==> src/hdl/rtpm_pkg.sv <==
// Shared types and codes for the route table prefix match block.
// No dependencies; imported by rtpm_cell and route_table_prefix_match_top.
package rtpm_pkg;

    // Command codes carried in the cmd field
    localparam logic [1:0] CMD_LOOKUP = 2'd0;
    localparam logic [1:0] CMD_ADD    = 2'd1;
    localparam logic [1:0] CMD_DELETE = 2'd2;
    localparam logic [1:0] CMD_NONE   = 2'd3;

    // Result status codes
    localparam logic [2:0] STAT_OK       = 3'd0;
    localparam logic [2:0] STAT_DUP      = 3'd1;
    localparam logic [2:0] STAT_UNREACH  = 3'd2;
    localparam logic [2:0] STAT_FULL     = 3'd3;
    localparam logic [2:0] STAT_DIRECT   = 3'd4;
    localparam logic [2:0] STAT_NOTFOUND = 3'd5;

    // Configuration register indexes
    localparam logic [1:0] CFG_PORT_A_ADDR    = 2'd0;
    localparam logic [1:0] CFG_PORT_A_NETMASK = 2'd1;
    localparam logic [1:0] CFG_PORT_B_ADDR    = 2'd2;
    localparam logic [1:0] CFG_PORT_B_NETMASK = 2'd3;

    // One stored route, also used for the command operands
    typedef struct packed {
        logic [31:0] mask;
        logic [31:0] dest;
        logic [31:0] hop;
    } route_t;

    // Running result handed from cell to cell
    typedef struct packed {
        logic        found;  // some route matched the lookup so far
        logic [31:0] best;   // mask of the current best match
        logic [31:0] fwd;    // forward address of the current best match
        logic        dup;    // an identical route was seen so far
        logic        hit;    // an identical user entry was seen so far
    } token_t;

endpackage

==> src/hdl/rtpm_cell.sv <==
// One table cell: holds a user route and updates the running result token.
// Depends on rtpm_pkg (route_t, token_t).
module rtpm_cell (
    input  logic            aclk,
    input  logic            active,    // this entry lies below the fill count
    input  rtpm_pkg::route_t query,    // operands of the command in progress
    input  rtpm_pkg::token_t tok_in,   // token from the previous cell
    output rtpm_pkg::token_t tok_out,  // registered token to the next cell
    input  logic            wr_en,     // append a route here
    input  rtpm_pkg::route_t wr_data,
    input  logic            sh_en,     // take the entry of the next cell
    input  rtpm_pkg::route_t sh_data,
    output rtpm_pkg::route_t entry     // stored route, to the previous cell
);
    import rtpm_pkg::*;

    route_t entry_reg;
    token_t tok_reg;
    token_t tok_next;
    logic   lpm_match;
    logic   same_route;

    // Compare this entry against the query
    always_comb begin
        lpm_match  = active && ((query.dest & entry_reg.mask) == entry_reg.dest) &&
                     (!tok_in.found || (entry_reg.mask >= tok_in.best));
        same_route = active && (entry_reg.mask == query.mask) &&
                     (entry_reg.dest == query.dest) && (entry_reg.hop == query.hop);
        tok_next   = tok_in;
        if (lpm_match) begin
            tok_next.found = 1'b1;
            tok_next.best  = entry_reg.mask;
            tok_next.fwd   = (entry_reg.hop == 32'd0) ? query.dest : entry_reg.hop;
        end
        tok_next.dup = tok_in.dup | same_route;
        tok_next.hit = tok_in.hit | same_route;
    end

    // Token stage toward the next cell
    always_ff @(posedge aclk) begin
        tok_reg <= tok_next;
    end

    // Entry storage: append or shift up on delete
    always_ff @(posedge aclk) begin
        if (wr_en) begin
            entry_reg <= wr_data;
        end else if (sh_en) begin
            entry_reg <= sh_data;
        end
    end

    assign tok_out = tok_reg;
    assign entry   = entry_reg;

endmodule

==> config.mk <==
export PLATFORM = sky130hd
export DESIGN_NAME = rtpm_cell
export DESIGN_NICKNAME = d
export VERILOG_FILES = /design/src/hdl/rtpm_pkg.sv /design/src/hdl/rtpm_cell.sv
export SDC_FILE = /design/constraint.sdc
export NUM_CORES = 1
export LEC_CHECK = 0
export BUFFER_PORTS_ARGS = -buffer_cell sky130_fd_sc_hd__clkbuf_2
export CAP_MARGIN = 5
export CORE_AREA = 2 2 202 204
export DETAILED_ROUTE_END_ITERATION = 6
export DIE_AREA = 0 0 204 206
export PLACE_DENSITY_LB_ADDON = 0.15
export SKIP_CTS_REPAIR_TIMING = 1
export SKIP_LAST_GASP = 1
export SLEW_MARGIN = 5
export SYNTH_ARGS = -nofsm -noshare
export SYNTH_HDL_FRONTEND = slang
export SYNTH_SLANG_ARGS = --single-unit
==> constraint.sdc <==
create_clock -name aclk -period 3.5 [get_ports aclk]
set_input_delay 0.175 -clock aclk [delete_from_list [all_inputs] [get_ports aclk]]
set_output_delay 0.175 -clock aclk [all_outputs]
set_load 0.05 [all_outputs]
==> summary.txt, run 1 <==
Pwr
  • Leak: 0.00683 µW
  • Power Dens Cells: 464 mW/mm²
  • Worst vdd ir: 0.346 mV

Die
  • Initial core utilization: 0.225
  • Core Box Area: 0.0402 mm²
  • Die area: approximately 0.042 mm²
  • Die Wd: 204 µm
  • I/O pins: about 520
  • Die H: 206 µm
  • Core Rows: 74

Route
  • Number of nets still failing antenna checks after routing: 0
  • DRT Wirelength: 49.3 mm
  • 1st-iter DRT viols: 452
  • Mean number of vias per cell: 4.51
  • WL/cell: 25.3 µm
  • DR DRC count: 0
  • Via count: 8792
  • Drt first pass iters: 5

Clock tree
  • CTS Buffer Depth: 2
  • Total CTS buffers: 17
  • Sink Count: between 150 and 200
  • CTS tree: yes
  • Clock latency on the worst-skew pair: 450 ps
  • CTS root buffer: clkbuf_16
  • Clock transition at path regs: 70 ps
  • H-tree Lvls: 4

Timing
  • Max Fclk: ~0.3 GHz
  • Minimum clock period: about 3400 ps
  • Hold slack final: 11.8 ps
  • Slew Limit Headroom: 0.374
  • Fin worst setup slack: 99.2 ps
  • Setup Skew: about 12 ps
  • Final setup fails: 0
  • Fin crit share: 0.972
  • RSZ-0062 raised after global routing: false
  • Final Hold Viols: 0
  • Pins over their slew limit: 0
  • Slew @ Worst Pin: slightly above 900 ps
  • Setup_tns: 0 ps

Yosys
  • Distinct cells, synth: 47
  • Post-Syn Nets: 1194
  • Post-synthesis sequential area ratio: 0.468
  • Post-Syn Instances: 803
  • Seq cells post-synth: 163
  • Post-Syn Area: about 0.0090 mm²
  • Synth Warn #: 0
  • Syn avg cell area: ~11 µm²

Worst hold path
  • Hold EP: tok_out[53]$_DFF_P_
  • HP Start: tok_in[53]
  • Worst hold path cell count: 3
  • Hold Crit Class: in2reg

Setup path
  • Reg2Reg Depth: 8
  • Worst endpoint data arrival time: 3790 ps
  • Endpoint type of the worst setup path: flop
  • Reg-to-Reg End: tok_out[1]$_DFF_P_
  • Worst reg2reg path startpoint: entry[16]$_DFFE_PP_
  • Top fanout value on the critical path: 4
  • CP Class: reg2reg
  • Flop2flop setup slack: 100 ps
  • Setup crit start kind: flop
  • Required @ worst endpoint: 3890 ps

Cells and area
  • Area Overhead vs Synth: 50.8%
  • Layout cells sized above 1: 0.490
  • Final std cells w/o fill: about 2000
  • Largest register FFs: 96
  • Fillers: 4237
  • Most frequent cells in the layout: 520 x clkbuf_2, 120 x inv_1, 100 x mux2_2
  • FF+latch area: between 0.004 and 0.005 mm²
  • Final instance area: around 0.014 mm²
  • Ant diodes: 0
  • Nets@finish: 1795
  • Commonest non-fill, non-tap cell in the layout: clkbuf_2
  • Multi-input gate area: ~0.0043 mm²

Placement
  • Final RePlAce weighted congestion: 0.965
  • Placed Area: 0.0124 mm²
  • Port bufs: 521
  • Dpl hpwl: 41.7 mm
  • Cell count after placement: 1855
  • Post-Place Setup Slack: between 200 and 250 ps

Run
  • MaxCap Viol Count: 0

Global routing
  • Vias in the first global route: 8798
  • Largest net degree at the start of global routing: between 90 and 100
  • Total GRT Usage: 0.228
  • Gr ovfl total: 0
  • Initial antenna violation count: 2
  • First-pass GRT wire length: 65.2 mm

Status
  • Run status: finished clean
where the power goes:
part | internal, µW | total [µW] | switching (µW)
Sequential | 2230 | 2470 | 248
Combinational | 618 | 1840 | 1220
Clock | 1140 | 2010 | 866
Total | 3980 | 6320 | 2340
cells by family after synthesis:
kind of cell	Yosys count	share of synthesized area
simple gates	143	0.0948
compound gates	127	0.0938
xor+xnor	37	0.0359
flops	163	0.468
fa+ha+maj	32	0.0443
buf+inv	141	0.0617
mux	160	0.202
final cells by class:
class | count | area share
timing repair buffer | 603 | 0.250
clock inverter | 13 | 0.0118
inverter | 120 | 0.0331
clock buffer | 19 | 0.0325
tap | 532 | 0.0489
multi-input combinational | 499 | 0.313
sequential | 163 | 0.310
critical path, stage by stage, from the launching register on:
cell and delay (ps):
edfxtp_1 460, xnor2_1 300, nand4_1 170, nor4_1 590
nand4_1 180, or4_1 590, nor4_1 730, buf_4 230
or2_1 90
through the flow:
stage | total power [µW] | utilization
2_1_floorplan | 3480 | -
5_1_grt | 6570 | 0.339
3_3_place_gp | 4330 | 0.308
3_5_place_dp | 4320 | 0.308
6_report | 6320 | 0.339
4_1_cts | 6330 | 0.323
synth_stat cells, drive strengths merged:
cell type,count,share of area
ha,32,0.044
nor3b,2,0.0017
mux2i,41,0.045
a32o,3,0.0033
edfxtp,96,0.32
o2111ai,9,0.0087
a21o,2,0.0017
o2bb2ai,4,0.0039
inv,120,0.050
a221oi,5,0.0048
a222oi,1,0.0011
dfxtp,67,0.15
a22o,6,0.0058
a311oi,1,0.00097
or2,4,0.0028
nand3b,7,0.0058
nand3,5,0.0028
and3,2,0.0014
clkbuf,12,0.0050
a2111oi,3,0.0029
a211oi,3,0.0025
nand4,15,0.010
nor2b,26,0.018
nand2b,26,0.018
a22oi,3,0.0025
nand4b,1,0.00097
nor4,25,0.018
mux2,119,0.16
buf,9,0.0068
o221ai,3,0.0029
xor2,29,0.028
a2111o,3,0.0037
nor2,6,0.0025
nand2,14,0.0058
a21oi,46,0.025
nor3,7,0.0039
and4,2,0.0019
o31ai,1,0.00083
o21ai,7,0.0039
xnor2,8,0.0078
or4,1,0.00083
o22ai,27,0.019
layer usage:
metal  GRT usage  wire (µm)
met1       0.284      21000
met2       0.393      24200
met3      0.0501       2780
met4      0.0712       1240
met5           0         14
how the worst max path moves through the flow:
stage | from | endpoint
final | entry[16]$_DFFE_PP_ | tok_out[1]$_DFF_P_
after global routing | entry[16]$_DFFE_PP_ | tok_out[1]$_DFF_P_
after CTS | entry[16]$_DFFE_PP_ | tok_out[1]$_DFF_P_
after global placement | entry[16]$_DFFE_PP_ | tok_out[1]$_DFF_P_
after floorplan | wr_en | entry[0]$_DFFE_PP_
after detailed placement | entry[16]$_DFFE_PP_ | tok_out[1]$_DFF_P_
Power figures use the tool's default switching activity.
==> run 2, diff against run 1 <==
--- a/config.mk
+++ b/config.mk
@@ -5,13 +5,12 @@
 export SDC_FILE = /design/constraint.sdc
 export NUM_CORES = 1
 export LEC_CHECK = 0
-export BUFFER_PORTS_ARGS = -buffer_cell sky130_fd_sc_hd__clkbuf_2
 export CAP_MARGIN = 5
 export CORE_AREA = 2 2 202 204
 export DETAILED_ROUTE_END_ITERATION = 6
 export DIE_AREA = 0 0 204 206
+export DONT_BUFFER_PORTS = 1
 export PLACE_DENSITY_LB_ADDON = 0.15
-export SKIP_CTS_REPAIR_TIMING = 1
 export SKIP_LAST_GASP = 1
 export SLEW_MARGIN = 5
 export SYNTH_ARGS = -nofsm -noshare
==> run 2 against run 1 <==
Against the previous run:
- the flow now stops in 4_1_cts
- synthesized cell count is the same
- area after synthesis is the same
==> summary.txt, run 2 <==
Yosys
  • Seq cells post-synth: 163
  • Largest family of logic cells by synthesized area: multiplexers
  • Post-synth top area cell: edfxtp_1
  • Share of the synthesized area in the top cell type: 0.319
  • Synth Area in Compound Gates: 0.0938
  • Post-Syn Instances: between 800 and 900
  • Distinct cells, synth: 47
  • Syn avg cell area: 11.2 µm²
  • Post-Syn Nets: 1194
  • Post-Syn Area: 0.00903 mm²
  • Mux share of post-synthesis cell area: 0.202
  • Most common cell in the netlist: inv_1
  • Synth area leaders: edfxtp_1 32%, dfxtp_1 15%, mux2_2 12%, inv_1 5.0%, mux2i_1 4.5%
  • Synth Area in XOR/XNOR: 0.0359
  • Post-synthesis sequential area ratio: 0.468
  • Post-synth top flop: edfxtp_1
  • Post-synthesis async set-or-reset flop share: 0
  • Post-synthesis simple-gate area fraction: 0.0948
  • Post-Synth Adder-Cell Area: 0.0443
  • Number of flops mapped to enable cells by yosys: 96
  • Synth Warn #: 0
  • Synth top cells by count: 120 x inv_1, 100 x mux2_2, 96 x edfxtp_1, 67 x dfxtp_1, 46 x a21oi_1

Status
  • Run status: did not finish
  • Halt Stage: 4_1_cts
  • Run Error: [ERROR RSZ-0060] Max buffer count reached.

Clock tree
  • CTS root buffer: clkbuf_16
  • Postcts setup bufs: 0
  • Cts hold-fix bufs: 285
  • CTS Buffer Depth: 2
  • Sink Count: 163
  • Post-cts repair resize count: 0
  • H-tree Lvls: 4
  • Total CTS buffers: 17

Die
  • Initial core utilization: 0.225
  • Core Rows: 74
  • I/O pins: approximately 520
  • Die H: about 210 µm
  • Die Wd: 204 µm

Placement
  • Final RePlAce weighted congestion: 0.976
  • Dpl hpwl: 39.1 mm
  • Port bufs: 0
  • Placed Area: 0.0102 mm²
## run 2: cell counts after synthesis
No cell type changed its count.
## run 2: cells by family after synthesis
group	Yosys count
compound gates	127
mux	160
simple gates	143
buf+inv	141
fa+ha+maj	32
xor+xnor	37
flops	163
## run 2: per-stage QoR
step           instances  setup slack [ps]   util  hold WS [ps]
3_5_place_dp        1389               192  0.253           278
3_3_place_gp        1389               182  0.253           278
2_1_floorplan        803               752      -           275
